<file path="src/hw/rtl/mws_pkg.sv">
// shared types and constants of the minimum window subsequence search
// no dependencies
`default_nettype none
package mws_pkg;

  localparam int MAX_PATTERN = 16;
  localparam int MAX_TEXT    = 65536;
  localparam int CELL_IDX_W  = $clog2(MAX_PATTERN);
  localparam int LEN_W       = 5;
  localparam int START_W     = 16;
  localparam int POS_W       = 17;
  localparam int CFG_W       = 64;
  localparam int CFG_IDX_W   = 2;

  localparam logic [CFG_IDX_W-1:0] REG_PATTERN_LENGTH = 2'd0;
  localparam logic [CFG_IDX_W-1:0] REG_PATTERN_LOW    = 2'd1;
  localparam logic [CFG_IDX_W-1:0] REG_PATTERN_HIGH   = 2'd2;

  typedef struct packed {
    logic [7:0] text_char;
    logic       text_last;
  } in_item_t;

  typedef struct packed {
    logic               found;
    logic [START_W-1:0] best_start;
    logic [POS_W-1:0]   best_length;
    logic               overflow;
  } out_item_t;

  // state handed from one prefix cell to the next
  typedef struct packed {
    logic               valid;
    logic [START_W-1:0] start;
  } link_t;

  // update made by a cell on the current byte
  typedef struct packed {
    logic               hit;
    logic [START_W-1:0] start;
  } hit_t;

endpackage
`default_nettype wire

</file>
<file path="src/hw/rtl/min_window_subsequence.sv">
// minimum window subsequence search, top level: prefix cell chain,
// best window tracker and result register; depends on mws_pkg, mws_cell, mws_best
// latency: the result of the last-marked item is valid the cycle after it is accepted
// throughput: one text item per cycle unless a last item is stalled by a held result, as all cells update together
// reset: synchronous, empties all cells, zeroes counters and best window,
// pattern length back to one with all pattern characters zero
`default_nettype none
module min_window_subsequence import mws_pkg::*; (
  input  wire logic                 clk,
  input  wire logic                 rst,
  input  wire logic                 text_valid,
  output logic                      text_stall,
  input  wire in_item_t             text_item,
  output logic                      result_valid,
  input  wire logic                 result_stall,
  output out_item_t                 result_item,
  input  wire logic                 cfg_write,
  input  wire logic [CFG_IDX_W-1:0] cfg_index,
  input  wire logic [CFG_W-1:0]     cfg_data
);

  localparam logic [POS_W-1:0] TEXT_LIMIT = POS_W'(MAX_TEXT);

  // configuration registers
  logic [LEN_W-1:0] pattern_length;
  logic [CFG_W-1:0] pattern_low_chars;
  logic [CFG_W-1:0] pattern_high_chars;

  always_ff @(posedge clk) begin
    if (rst) begin
      pattern_length     <= LEN_W'(1);
      pattern_low_chars  <= '0;
      pattern_high_chars <= '0;
    end else if (cfg_write) begin
      case (cfg_index)
        REG_PATTERN_LENGTH: pattern_length     <= cfg_data[LEN_W-1:0];
        REG_PATTERN_LOW:    pattern_low_chars  <= cfg_data;
        REG_PATTERN_HIGH:   pattern_high_chars <= cfg_data;
        default: ;
      endcase
    end
  end

  // length in use: zero counts as one, saturate at the cell count
  logic [LEN_W-1:0]      used_len;
  logic [CELL_IDX_W-1:0] last_cell;

  always_comb begin
    if (pattern_length == '0) begin
      used_len = LEN_W'(1);
    end else if (pattern_length > LEN_W'(MAX_PATTERN)) begin
      used_len = LEN_W'(MAX_PATTERN);
    end else begin
      used_len = pattern_length;
    end
  end

  assign last_cell = CELL_IDX_W'(used_len - LEN_W'(1));

  logic [2*CFG_W-1:0] pattern_chars;
  assign pattern_chars = {pattern_high_chars, pattern_low_chars};

  // handshake: only a last item needs the result register free
  logic accept;
  logic done;
  logic take;
  logic in_range;

  assign text_stall = result_valid && result_stall && text_item.text_last;
  assign accept     = text_valid && !text_stall;
  assign done       = accept && text_item.text_last;

  // text position and overflow flag
  logic [POS_W-1:0] text_position;
  logic             overflow_flag;
  logic             overflow_next;

  assign in_range      = (text_position < TEXT_LIMIT);
  assign take          = accept && in_range;
  assign overflow_next = overflow_flag || (accept && !in_range);

  always_ff @(posedge clk) begin
    if (rst || done) begin
      text_position <= '0;
      overflow_flag <= 1'b0;
    end else begin
      if (take) begin
        text_position <= text_position + POS_W'(1);
      end
      overflow_flag <= overflow_next;
    end
  end

  // cell chain: cell 0 sees an always-valid neighbor starting at this position,
  // every cell reads its neighbor's old value so all update in the same cycle
  link_t links [MAX_PATTERN+1];
  hit_t  hits  [MAX_PATTERN];

  assign links[0].valid = 1'b1;
  assign links[0].start = text_position[START_W-1:0];

  for (genvar k = 0; k < MAX_PATTERN; k++) begin : g_cell
    mws_cell u_cell (
      .clk          (clk),
      .rst          (rst),
      .take         (take),
      .clear        (done),
      .en           (LEN_W'(k) < used_len),
      .pattern_char (pattern_chars[8*k +: 8]),
      .text_char    (text_item.text_char),
      .prev         (links[k]),
      .cur          (links[k+1]),
      .upd          (hits[k])
    );
  end

  // the cell of the full pattern feeds the window tracker
  hit_t               win;
  logic               found_next;
  logic [START_W-1:0] start_next;
  logic [POS_W-1:0]   length_next;

  assign win = hits[last_cell];

  mws_best u_best (
    .clk         (clk),
    .rst         (rst),
    .clear       (done),
    .win         (win),
    .pos         (text_position[START_W-1:0]),
    .found_next  (found_next),
    .start_next  (start_next),
    .length_next (length_next)
  );

  // result register, loaded on the last item of a text
  always_ff @(posedge clk) begin
    if (rst) begin
      result_valid <= 1'b0;
    end else if (done) begin
      result_valid <= 1'b1;
    end else if (!result_stall) begin
      result_valid <= 1'b0;
    end
  end

  always_ff @(posedge clk) begin
    if (done) begin
      result_item.found       <= found_next;
      result_item.best_start  <= found_next ? start_next : '0;
      result_item.best_length <= found_next ? length_next : '0;
      result_item.overflow    <= overflow_next;
    end
  end

endmodule
`default_nettype wire

</file>
<file path="src/hw/rtl/mws_cell.sv">
// one prefix cell: latest start of a partial match of its pattern prefix
// depends on mws_pkg
`default_nettype none
module mws_cell import mws_pkg::*; (
  input  wire logic       clk,
  input  wire logic       rst,
  input  wire logic       take,
  input  wire logic       clear,
  input  wire logic       en,
  input  wire logic [7:0] pattern_char,
  input  wire logic [7:0] text_char,
  input  wire link_t      prev,
  output link_t           cur,
  output hit_t            upd
);

  assign upd.hit   = take && en && (pattern_char == text_char) && prev.valid;
  assign upd.start = prev.start;

  // start is only read while valid is set, so it needs no reset
  always_ff @(posedge clk) begin
    if (rst) begin
      cur.valid <= 1'b0;
    end else if (clear) begin
      cur.valid <= 1'b0;
    end else if (upd.hit) begin
      cur.valid <= 1'b1;
    end
    if (upd.hit) begin
      cur.start <= prev.start;
    end
  end

endmodule
`default_nettype wire

</file>
<file path="src/hw/rtl/mws_best.sv">
// best window tracker: keeps the shortest complete match of the text
// depends on mws_pkg
`default_nettype none
module mws_best import mws_pkg::*; (
  input  wire logic               clk,
  input  wire logic               rst,
  input  wire logic               clear,
  input  wire hit_t               win,
  input  wire logic [START_W-1:0] pos,
  output logic                    found_next,
  output logic [START_W-1:0]      start_next,
  output logic [POS_W-1:0]        length_next
);

  logic [START_W-1:0] best_start;
  logic [POS_W-1:0]   best_length;
  logic [POS_W-1:0]   wlen;
  logic               better;

  assign wlen   = {1'b0, pos} - {1'b0, win.start} + POS_W'(1);
  assign better = win.hit && ((best_length == '0) || (wlen < best_length));

  assign start_next  = better ? win.start : best_start;
  assign length_next = better ? wlen : best_length;
  assign found_next  = (length_next != '0);

  always_ff @(posedge clk) begin
    if (rst || clear) begin
      best_start  <= '0;
      best_length <= '0;
    end else begin
      best_start  <= start_next;
      best_length <= length_next;
    end
  end

endmodule
`default_nettype wire

</file>
<file path="config.mk">
export PLATFORM = sky130hd
export DESIGN_NAME = min_window_subsequence
export DESIGN_NICKNAME = d
export VERILOG_FILES = /design/src/hw/rtl/mws_pkg.sv /design/src/hw/rtl/min_window_subsequence.sv /design/src/hw/rtl/mws_cell.sv /design/src/hw/rtl/mws_best.sv
export SDC_FILE = /design/constraint.sdc
export NUM_CORES = 1
export LEC_CHECK = 0
export BUFFER_PORTS_ARGS = -buffer_cell sky130_fd_sc_hd__buf_2
export CORE_MARGIN = 5
export CORE_UTILIZATION = 40
export DETAILED_ROUTE_END_ITERATION = 10
export PLACE_DENSITY = 0.65
export SYNTH_ARGS = -nofsm -noshare
export SYNTH_HDL_FRONTEND = slang
export SYNTH_SLANG_ARGS = --single-unit
</file>
<file path="constraint.sdc">
create_clock -name clk -period 9.58 [get_ports clk]
set_clock_uncertainty 0.15 [all_clocks]
set_input_delay 0.479 -clock clk [delete_from_list [all_inputs] [get_ports clk]]
set_output_delay 0.479 -clock clk [all_outputs]
set_load 0.005 [all_outputs]
</file>
; Word level (Yosys, flattened, before mapping)
; Index checks and enable logic that the tools add are counted.
[word_totals]
regBits = 475
wordCells = 162
[op_classes]
add_sub_neg = 4
magnitude_cmp = 20
eq_ne = 19
muxes = 9
n_bitwise = 1
reduce_logical = 67
[op_table]
columns = operator, n
row1 = == test 8 bit, 16
row2 = binary-select mux 17 bit (select 4 bit), 1
row3 = logical AND 1 bit, 54
row4 = 2-to-1 mux 17 bit, 3
row5 = "less-than comparator 4 x 5 -> 1 bit, first input constant", 8
row6 = "adder 17 x 1 -> 17 bit, second input constant", 2
row7 = "less-than comparator 3 x 5 -> 1 bit, first input constant", 4
row8 = zero test 17 bit, 1
row9 = less-than comparator 17 bit, 1
row10 = "less-than comparator 17 bit, second input constant", 1
row11 = nonzero test 17 bit, 1
row12 = subtractor 16 x 16 -> 17 bit, 1
row13 = 2-to-1 mux 16 bit, 1
row14 = "less-than comparator 1 x 5 -> 1 bit, first input constant", 2
row15 = "less-than comparator 2 x 5 -> 1 bit, first input constant", 2
row16 = 2-to-1 mux 5 bit, 2
row17 = AND reduction 2 bit, 3
row18 = "greater-or-equal comparator 5 bit, second input constant", 1
row19 = "> comparator 5 bit, second input constant", 1
row20 = zero test 5 bit, 1
row21 = NOT 4 -> 5 bit, 1
row22 = "subtractor 4 x 1 -> 4 bit, second input constant", 1
row23 = logical OR 1 bit, 3
row24 = "== test 2 x 1 -> 1 bit, second input constant", 1
row25 = other kinds (6), 8

; Depth between registers and ports, before layout
; Gate-level depths: netlist (run 1).
[logic_depth]
depth_word = 18
mapped_depth = 32
mapped_depth_nobuf = 25

; Cells and area by module
; A second synthesis (run 1) with hierarchy kept.
[unflattened]
hier_cells = 2309
area_unflattened_um2 = 24415.9
[by_module_without_submodules]
columns = module, n_inst, cells_each, area_each_um2
row1 = mws_cell, 16, 51, 780.7
row2 = min_window_subsequence, 1, 1161, 9178.8
row3 = mws_best, 1, 332, 2745.1

; Worst setup path after synthesis (run 1)
; No wires, ideal clock.
[synth_path]
path_kind = register to register
start = register pattern_length[2]
end = register result_item[23] in the netlist's numbering (data pin)
t_arrival_ns = 6.737
path_slack_ns = 2.437
stages_incl_launch_ff = 32
period_less_slack_ns = 7.143
cell_sequence = dfxtp_1 clkbuf_1 nor3_1 o21ba_2 clkbuf_1 inv_1 ha_1 clkbuf_1 clkbuf_1 clkbuf_1 mux4_2 nor2b_1 a211oi_1 a21oi_1 ha_1 inv_1 ha_1 fa_1 a21o_2 a2111oi_0 o211ai_1 a31o_2 a21oi_1 xnor2_1 ha_1 a21o_1 a21oi_1 a21o_1 clkbuf_1 a21oi_2 buf_2 o2bb2ai_1
[synth_via]
elab_chain_len = 15
[synth_rtl]
columns = element, line
row1 = start: declaration, min_window_subsequence.sv:25  ; logic [LEN_W-1:0] pattern_length;
row2 = start signal: assignment, min_window_subsequence.sv:36  ; REG_PATTERN_LENGTH: pattern_length <= cfg_data[LEN_W-1:0];
row3 = > comparator 5 bit, min_window_subsequence.sv:51  ; end else if (pattern_length > LEN_W'(MAX_PATTERN)) begin
row4 = 2-to-1 mux 5 bit, min_window_subsequence.sv:51
row5 = 2-to-1 mux 5 bit *, min_window_subsequence.sv:49  ; if (pattern_length == '0) begin
row6 = subtractor 4 x 1 -> 4 bit, min_window_subsequence.sv:58  ; assign last_cell = CELL_IDX_W'(used_len - LEN_W'(1));
row7 = NOT 4 -> 5 bit (implied by the code), min_window_subsequence.sv:123  ; assign win = hits[last_cell];
row8 = binary-select mux 17 bit (select 4 bit) *, min_window_subsequence.sv:123
row9 = 2-to-1 mux 17 bit (implied by the code) * (2 in a row), min_window_subsequence.sv:123
row10 = subtractor 16 x 16 -> 17 bit, mws_best.sv:20  ; assign wlen = {1'b0, pos} - {1'b0, win.start} + POS_W'(1);
row11 = adder 17 x 1 -> 17 bit, mws_best.sv:20
row12 = less-than comparator 17 bit, mws_best.sv:21  ; assign better = win.hit && ((best_length == '0) || (wlen < best_length));
row13 = logical OR 1 bit, mws_best.sv:21
row14 = logical AND 1 bit, mws_best.sv:21
row15 = 2-to-1 mux 17 bit, mws_best.sv:24  ; assign length_next = better ? wlen : best_length;
row16 = nonzero test 17 bit, mws_best.sv:25  ; assign found_next = (length_next != '0);
row17 = end: declaration, min_window_subsequence.sv:16  ; output out_item_t result_item,
; Mark *: on every way between the ends. The rest lies on a longest branch, timed or not. The select of a mux whose other input is x is not followed.
; A chain may end at the register's enable or synchronous reset.

; Final worst setup path (run 1)
[layout_path]
start = register pattern_length[3]
end = register result_item[23] in the netlist's numbering (data pin)
; The elaborated chain is that of the path after synthesis.

==> impl_metrics.py, run 1 <==
metrics = {
    "timing": {
        "relSlewSlack": 0.2726,
        "post-route-worst-setup-slack_ns": 1.603,
        "report.final.hold_viol_count": 0,
        "setup_viol_count_final": 0,
        "post-route-period-util": 0.8327,
        "hold_slack_ns": 0.03350,
        "setup-tns-final_ns": 0,
        "timing.final.max_slew_violations": 0,
        "worst_pin_slew_ns": 1.091,
        "rsz_0062_raised_after_global_routing": "no",
        "final_period_minus_worst_setup_slack_ns": 7.977,
        "fmaxAchievable_ghz": 0.1254,
    },
    "finish": {
        "layout.area.seq_sq_um": 12260,
        "multiInputGateArea_sq_um": 8349,
        "nets": 2079,
        "finalNonFillerCells": 2678,
        "antenna_diode_count": 0,
        "flow.area_growth_from_synthesis_pct": 18.05,
        "final_layout_size_suffix_gt1_frac": 0.1764,
        "fillCellCount": 4654,
    },
    "place": {
        "place_congestion": 0.8620,
        "dp.final_hpwl_mm": 34.64,
        "dp_cells": 2527,
        "detailedPlace.worstSlack_ns": 1.735,
        "buffer_ports.inserted": 116,
    },
    "clock_tree": {
        "clk_path_buf_depth": 3,
        "tritoncts": "done",
        "clk_root_buffer_cell": "sky130_fd_sc_hd__clkbuf_16",
        "cts_inserted_buffers": 49,
        "postCtsResizedCells": 0,
        "clkSinkCount": 475,
        "postCtsSetupRepairBufs": 0,
        "cts_hold_repair.buffers": 59,
        "h-tree-depth": 2,
        "clk_latency_ns": 0.59,
        "clock_transition_at_the_registers_of_the_reported_paths_ns": 0.06,
    },
    "synth": {
        "proportion_of_synthesized_chip_area_in_sequential_cells": 0.5831,
        "proportion_of_register_bits_with_asynchronous_set_or_reset_after_synthesis": 0,
        "synth_edf_count": 275,
        "mappedNetlistArea_sq_um": 21030,
        "yosys_warnings": 0,
        "synthesis.area_per_instance_sq_um": 11.69,
        "yosys_register_bits": 475,
        "post_synth_num_cell_types": 61,
        "syn_nets": 1929,
        "postSynthCellCount": 1799,
        "postSynth.topFlopCell": "sky130_fd_sc_hd__edfxtp_1",
    },
    "global_routing": {
        "grtUsageTotal": 0.1834,
        "global_route_wire_length_before_repair_mm": 83.91,
        "antenna_found_initial": 1,
        "grt_start_max_net_pins": 102,
        "via_count_of_the_first_global_routing_pass": 14792,
        "globalRouteOverflowTotal": 0,
    },
    "worst_setup_path": {
        "setup.worst_path.end_class": "register",
        "worst-setup-path-type": "register to register",
        "worst_path_cell_chain": "nor3_1, o21ba_4, inv_1, ha_2, buf_4, mux4_2, mux2_2, o21ai_0, ha_1, ha_1, a2111oi_0, o21ai_0, and4_1, o41ai_1, mux2i_1, a2111oi_2, ha_1, nand4_1, a21o_1, a21o_1, a21oi_2, o2bb2ai_1",
        "cp.required_ns": 9.84,
        "critPathMostFrequentCell": "sky130_fd_sc_hd__ha_1",
        "setup_crit_start_kind": "register",
        "critical_path.max_stage_delay_ns": 0.94,
        "worst-r2r-cell-count": 22,
        "cpLargestDelayFamily": "compound AO/OA/AOI/OAI gates",
        "slowest_stage": "sky130_fd_sc_hd__ha_2",
        "cp_num_buf_inv": 2,
        "ff2ff_setup_slack_ns": 1.60,
        "critical_path.reg2reg.endpoint": "result_item[23]$_SDFFCE_PN0P_",
        "critical_path.max_fanout": 31,
        "arrival_ns": 8.24,
        "worstSetupPathDepth": 22,
        "startpoint_of_the_worst_slack_reg_to_reg_timing_path": "pattern_length[3]$_SDFFE_PP0P_",
    },
    "min_path": {
        "hold_path_end": "pattern_low_chars[57]$_SDFFE_PP0P_",
        "whs_path_depth": 3,
        "holdCritPathClass": "primary input to register",
        "min-delay-start": "cfg_data[57]",
    },
    "floorplanning": {
        "core_area_sq_um": 52340,
        "die_w_um": 239.3,
        "floorplan.die.height_um": 239.3,
        "io_pins": 117,
        "die_area_sq_um": 57260,
        "initial_standard_cell_utilization_of_the_core": 0.4018,
        "num_rows": 84,
    },
    "detailed_routing": {
        "vias_post_dr": 14613,
        "ant_nets": 0,
        "wl_per_cell_um": 19.90,
        "routed_wirelength_mm": 53.30,
        "viasPerCell": 5.457,
        "first_pass_iters": 5,
        "drcViolationCount": 0,
        "drtIter0Drc": 1078,
    },
    "pwr": {
        "max-vdd-ir-drop_mv": 0.2282,
        "leakage_power_nw": 8.483,
        "power_mw": 5.340,
        "power-per-cell-area_nw_per_um2": 215.1,
    },
    "run": {
        "max_cap_viol_count": 0,
    },
    "status": {
        "status": "finished clean",
    },
}
[sequential cells by signal (all words and copies together), names as in the netlist, 5 cells and up]
signal              flops
pattern_low_chars      64
g_cell.u_cell.cur     255
u_best.best_start      16
u_best.best_length     17
pattern_high_chars     64
text_position          17
pattern_length          5
result_item            35
[Yosys cell counts (all sizes together), types with 3 or more instances]
cell type,n,area share
o21a,4,0.0014
o22ai,3,0.00089
and2,4,0.0012
buf,42,0.0093
dfxtp,200,0.19
nand2b,4,0.0012
o2bb2ai,16,0.0067
nor3,16,0.0038
nand3,46,0.011
xor2,13,0.0054
mux2,15,0.0080
and3,8,0.0024
nand4,27,0.0080
a2111oi,4,0.0029
o311ai,5,0.0021
or4,4,0.0016
mux2i,22,0.010
nand2,312,0.056
xnor2,141,0.059
nand3b,5,0.0018
o41ai,3,0.0012
or3,23,0.0068
o21ai,56,0.013
nor2b,6,0.0018
mux4,65,0.070
a31o,4,0.0017
clkbuf,73,0.013
nor2,70,0.012
edfxtp,275,0.39
ha,49,0.029
or2,3,0.00089
nor4,24,0.0071
a21oi,187,0.045
o211ai,7,0.0025
inv,25,0.0045
a21o,12,0.0043
a211oi,5,0.0018
[routing by layer]
layer / vias up / routed length, um / track usage
met3: 98 / 2741 / 0.02717
met4: 2 / 1341 / 0.05430
met1: 7280 / 23030 / 0.2448
met5: - / 13 / 0
li1: 6803 / - / -
met2: 430 / 26180 / 0.3123
[stage by stage]
stage            util  cell area [sq um]
2_1_floorplan       -              21030
3_3_place_gp   0.4288              22440
3_5_place_dp   0.4288              22440
4_1_cts        0.4743              24830
5_1_grt        0.4743              24830
6_report       0.4743              24830
[cell families (layout without fill, tap and decap cells)]
kind of cell / after synthesis / in the layout / synth area share
adder cells (fa/ha/maj): 50 / 50 / 0.03011
AND/OR/NAND/NOR: 560 / 560 / 0.1190
buffers and inverters: 140 / 331 / 0.02683
multiplexers: 102 / 102 / 0.08812
XOR/XNOR: 154 / 154 / 0.06414
AO/OA/AOI/OAI: 318 / 318 / 0.08871
flip-flops: 475 / 475 / 0.5831
[final cells by class]
type,instances,area share
Sequential cell,475,0.4939
Multi-Input combinational cell,1184,0.3363
Clock buffer,62,0.05388
Tap cell,688,0.03468
Inverter,25,0.003780
Clock inverter,30,0.01835
Timing Repair Buffer,214,0.05907
[worst reg2reg max path, stage by stage (launching register included)]
cell and delay (ns):
sky130_fd_sc_hd__dfxtp_1 0.42, sky130_fd_sc_hd__nor3_1 0.27, sky130_fd_sc_hd__o21ba_4 0.18, sky130_fd_sc_hd__inv_1 0.10, sky130_fd_sc_hd__ha_2 0.94, sky130_fd_sc_hd__buf_4 0.34
sky130_fd_sc_hd__mux4_2 0.31, sky130_fd_sc_hd__mux2_2 0.31, sky130_fd_sc_hd__o21ai_0 0.39, sky130_fd_sc_hd__ha_1 0.24, sky130_fd_sc_hd__ha_1 0.29, sky130_fd_sc_hd__a2111oi_0 0.44
sky130_fd_sc_hd__o21ai_0 0.28, sky130_fd_sc_hd__and4_1 0.31, sky130_fd_sc_hd__o41ai_1 0.40, sky130_fd_sc_hd__mux2i_1 0.15, sky130_fd_sc_hd__a2111oi_2 0.60, sky130_fd_sc_hd__ha_1 0.24
sky130_fd_sc_hd__nand4_1 0.10, sky130_fd_sc_hd__a21o_1 0.19, sky130_fd_sc_hd__a21o_1 0.20, sky130_fd_sc_hd__a21oi_2 0.73, sky130_fd_sc_hd__o2bb2ai_1 0.21
[cell usage in the layout (no fill, tap or decap), types with 48 or more instances in the layout]
master,instances
sky130_fd_sc_hd__a21oi_1,183
sky130_fd_sc_hd__o21ai_0,56
sky130_fd_sc_hd__dlygate4sd3_1,59
sky130_fd_sc_hd__edfxtp_1,275
sky130_fd_sc_hd__nand2_1,312
sky130_fd_sc_hd__nor2_1,69
sky130_fd_sc_hd__clkbuf_16,51
sky130_fd_sc_hd__dfxtp_1,200
sky130_fd_sc_hd__buf_2,115
sky130_fd_sc_hd__mux4_2,65
sky130_fd_sc_hd__xnor2_1,141
sky130_fd_sc_hd__ha_1,48
[how the worst max path moves through the flow]
stage / from / endpoint / slack (ns)
after floorplan: pattern_length[2]$_SDFFE_PP0P_ / result_item[23]$_SDFFCE_PN0P_ / 2.44
after global placement: pattern_length[3]$_SDFFE_PP0P_ / result_item[29]$_SDFFCE_PN0P_ / 1.99
after detailed placement: pattern_length[3]$_SDFFE_PP0P_ / result_item[23]$_SDFFCE_PN0P_ / 1.74
after CTS: pattern_length[3]$_SDFFE_PP0P_ / result_item[23]$_SDFFCE_PN0P_ / 1.70
after global routing: pattern_length[3]$_SDFFE_PP0P_ / result_item[23]$_SDFFCE_PN0P_ / 1.05
final: pattern_length[3]$_SDFFE_PP0P_ / result_item[23]$_SDFFCE_PN0P_ / 1.60
[where the power goes]
part	internal, mW	switching [mW]	leakage [nW]
registers	2.23	0.0387	4.02
logic	0.333	0.624	3.58
clock network	1.31	0.805	0.883
No activity file was read; power rests on OpenSTA's default activity.
==> run 2: changes to the inputs <==
- ABC_AREA: default -> 1
- clock period: 9.58 -> 7.5 ns (I/O delays scaled with it)
==> impl_metrics.py, run 2 <==
metrics = {
    "status": {
        "status": "finished clean",
    },
    "pwr": {
        "power-per-cell-area_nw_per_um2": 279.8,
        "max-vdd-ir-drop_mv": 0.1774,
        "leakage_power_nw": 10.19,
        "power_mw": 7.284,
    },
    "place": {
        "buffer_ports.inserted": 116,
        "place_congestion": 0.8966,
        "dp.final_hpwl_mm": 42.93,
        "dp_cells": 3290,
    },
    "run": {
        "max_cap_viol_count": 0,
    },
    "timing": {
        "report.final.hold_viol_count": 0,
        "relSlewSlack": 0.1917,
        "final_period_minus_worst_setup_slack_ns": 6.946,
        "hold_slack_ns": 0.1140,
        "post-route-period-util": 0.9261,
        "worst_pin_slew_ns": 1.209,
        "setup_viol_count_final": 0,
        "timing.final.max_slew_violations": 0,
        "setup-tns-final_ns": 0,
        "rsz_0062_raised_after_global_routing": "no",
        "fmaxAchievable_ghz": 0.1440,
    },
    "synth": {
        "postSynthCellCount": 2530,
        "main_combinational_cell_family_by_area_after_synthesis": "simple AND/OR/NAND/NOR gates",
        "synth_edf_count": 275,
        "yosys_warnings": 0,
        "postSynth.topFlopCell": "sky130_fd_sc_hd__edfxtp_1",
        "mappedNetlistArea_sq_um": 22280,
        "netlist.area_leader.share": 0.3706,
        "yosys.area_share.xor_xnor": 0.01921,
        "proportion_of_synthesized_chip_area_in_sequential_cells": 0.5503,
        "syn_nets": 2660,
        "post_synth_most_frequent_cells": "sky130_fd_sc_hd__nand2_1 (394), sky130_fd_sc_hd__nor2_1 (341), sky130_fd_sc_hd__o21ai_0 (300), sky130_fd_sc_hd__edfxtp_1 (275), sky130_fd_sc_hd__inv_1 (264)",
        "synthMuxAreaShare": 0,
        "synthesis.area_per_instance_sq_um": 8.806,
        "post_synth_num_cell_types": 50,
        "yosys_register_bits": 475,
        "netlist.top_cell.by_area": "sky130_fd_sc_hd__edfxtp_1",
        "synth_simple_gate_area_frac": 0.1790,
        "netlist_top_cells_area": "sky130_fd_sc_hd__edfxtp_1 (37%), sky130_fd_sc_hd__dfxtp_1 (18%), sky130_fd_sc_hd__o21ai_0 (6.7%), sky130_fd_sc_hd__nand2_1 (6.6%), sky130_fd_sc_hd__nor2_1 (5.7%)",
        "proportion_of_register_bits_with_asynchronous_set_or_reset_after_synthesis": 0,
        "post-synth-top-count-cell": "sky130_fd_sc_hd__nand2_1",
        "synth_adder_area_share": 0.02842,
        "synth-compound-area-share": 0.1483,
    },
    "finish": {
        "utilization": 0.4726,
        "max_ffs_per_register": 255,
        "final_layout_size_suffix_gt1_frac": 0.1111,
        "flow.area_growth_from_synthesis_pct": 16.86,
        "antenna_diode_count": 0,
        "mostFrequentLayoutCells": "sky130_fd_sc_hd__nand2_1 (392), sky130_fd_sc_hd__nor2_1 (340), sky130_fd_sc_hd__o21ai_0 (299)",
        "layout.cells.most_common": "sky130_fd_sc_hd__nand2_1",
        "largest_register": "g_cell.u_cell.cur",
        "largestRegisters": "g_cell.u_cell.cur x255, pattern_high_chars x64, pattern_low_chars x64",
        "nets": 2798,
        "finalNonFillerCells": 3458,
    },
    "global_routing": {
        "global_route_wire_length_before_repair_mm": 100.3,
        "via_count_of_the_first_global_routing_pass": 17882,
        "grt_start_max_net_pins": 135,
        "globalRouteOverflowTotal": 0,
        "antenna_found_initial": 0,
        "grtUsageTotal": 0.2067,
    },
    "detailed_routing": {
        "first_pass_iters": 6,
        "routed_wirelength_mm": 64.21,
        "drcViolationCount": 0,
        "ant_nets": 0,
        "met3_wirelength_mm": 4.176,
        "met2_wirelength_mm": 30.34,
        "wl_per_cell_um": 18.57,
        "m1WireLength_mm": 27.58,
        "top_signal_layer_used": "met4",
        "viasPerCell": 5.338,
        "vias_post_dr": 18460,
        "drtIter0Drc": 1806,
    },
    "floorplanning": {
        "floorplan.die.height_um": 246.0,
        "io_pins": 117,
        "initial_standard_cell_utilization_of_the_core": 0.4044,
        "die_area_sq_um": 60520,
        "num_rows": 86,
        "die_w_um": 246.0,
        "core_area_sq_um": 55090,
    },
    "worst_setup_path": {
        "critical_path.max_stage_delay_ns": 0.42,
        "setup.worst_path.end_class": "register",
        "slowest_stage": "sky130_fd_sc_hd__dfxtp_1",
        "startpoint_of_the_worst_slack_reg_to_reg_timing_path": "pattern_length[3]$_SDFFE_PP0P_",
        "worst-setup-path-type": "register to register",
        "critPathMostFrequentCell": "sky130_fd_sc_hd__nand2_1",
        "cp.required_ns": 7.70,
        "worst_setup_path_startpoint": "pattern_length[3]$_SDFFE_PP0P_",
        "critical_path.max_fanout": 49,
        "arrival_ns": 7.14,
        "setup_crit_start_kind": "register",
        "worst-r2r-cell-count": 39,
    },
    "min_path": {
        "whs_path_depth": 5,
        "holdCritPathClass": "primary input to register",
        "min-delay-start": "text_valid",
    },
    "clock_tree": {
        "h-tree-depth": 2,
        "clk_root_buffer_cell": "sky130_fd_sc_hd__clkbuf_16",
        "tritoncts": "done",
        "clk_path_buf_depth": 3,
        "clock_transition_at_the_registers_of_the_reported_paths_ns": 0.06,
        "cts_inserted_buffers": 52,
        "clkSinkCount": 475,
        "clk_latency_ns": 0.59,
    },
}
==> run 2: cell count changes in the layout (fill, tap and decap cells not counted), moves of 22 or more <==
cell,previous run,this run
sky130_fd_sc_hd__nand2_1,312,392
sky130_fd_sc_hd__inv_1,25,263
sky130_fd_sc_hd__or3_1,23,0
sky130_fd_sc_hd__nor2_1,69,340
sky130_fd_sc_hd__o22ai_1,3,29
sky130_fd_sc_hd__xnor2_1,141,25
sky130_fd_sc_hd__o211ai_1,7,44
sky130_fd_sc_hd__mux4_2,65,0
sky130_fd_sc_hd__mux2i_1,22,0
sky130_fd_sc_hd__o21ai_0,56,299
sky130_fd_sc_hd__nand3_1,46,79
==> run 2: layer usage <==
metal  vias to the layer above  GRT usage
met5                         -          0
met4                         0    0.07466
met3                       126    0.02614
met2                       714     0.3427
met1                      8777     0.2802
li1                       8843          -
==> run 2: worst paths after layout <==
| kind | to | slack, ns |
|---|---|---|
| max | result_item[32]$_SDFFCE_PN0P_ | 0.55 |
| min reg2reg | g_cell[8].u_cell.cur[6]$_DFFE_PP_ | 0.29 |
| max reg2reg | result_item[32]$_SDFFCE_PN0P_ | 0.55 |
| min | overflow_flag$_SDFF_PP0_ | 0.11 |
==> run 2: area by class of cell <==
cell class,instances,area (sq um)
fill,5216,29060
sequential,475,12260
multi-input combinational,1645,8489
timing repair buffer,216,1572
clock buffer,75,1551
inverter,278,1049
tap,748,935.9
clock inverter,21,177.7
==> run 2: timing repair <==
action,CTS,global route
setup buffers,0,4
hold endpoints to repair,131,0
setup endpoints to repair,0,18
resized for setup,0,9
hold buffers,66,0
==> run 2: power breakdown <==
part           total (mW)  internal, mW  switching (mW)
clock                2.58          1.53            1.05
sequential           3.00          2.93          0.0669
combinational        1.70         0.592            1.11
==> run 2: cell families (layout without fill, tap and decap cells) <==
family | after synthesis | after routing
adder cells (fa/ha/maj) | 50 | 50
flip-flops | 475 | 475
XOR/XNOR | 48 | 48
AO/OA/AOI/OAI | 604 | 604
buffers and inverters | 412 | 590
AND/OR/NAND/NOR | 941 | 943
==> run 2: through the flow <==
step,setup slack (ns),instance area (sq um)
2_1_floorplan,0.5419,22280
3_3_place_gp,0.4223,23570
3_5_place_dp,0.3204,23570
4_1_cts,0.2372,25960
5_1_grt,0.01195,26040
6_report,0.5542,26040
==> run 2: worst max-delay path, delay by kind of cell, from the launching register on <==
kind                     cells  cell delay [ns]
AND/OR/NAND/NOR             17             1.93
AO/OA/AOI/OAI               11             1.77
adder cells (fa/ha/maj)      4             1.35
buffers and inverters        6             0.85
flip-flops                   1             0.42
XOR/XNOR                     1             0.22
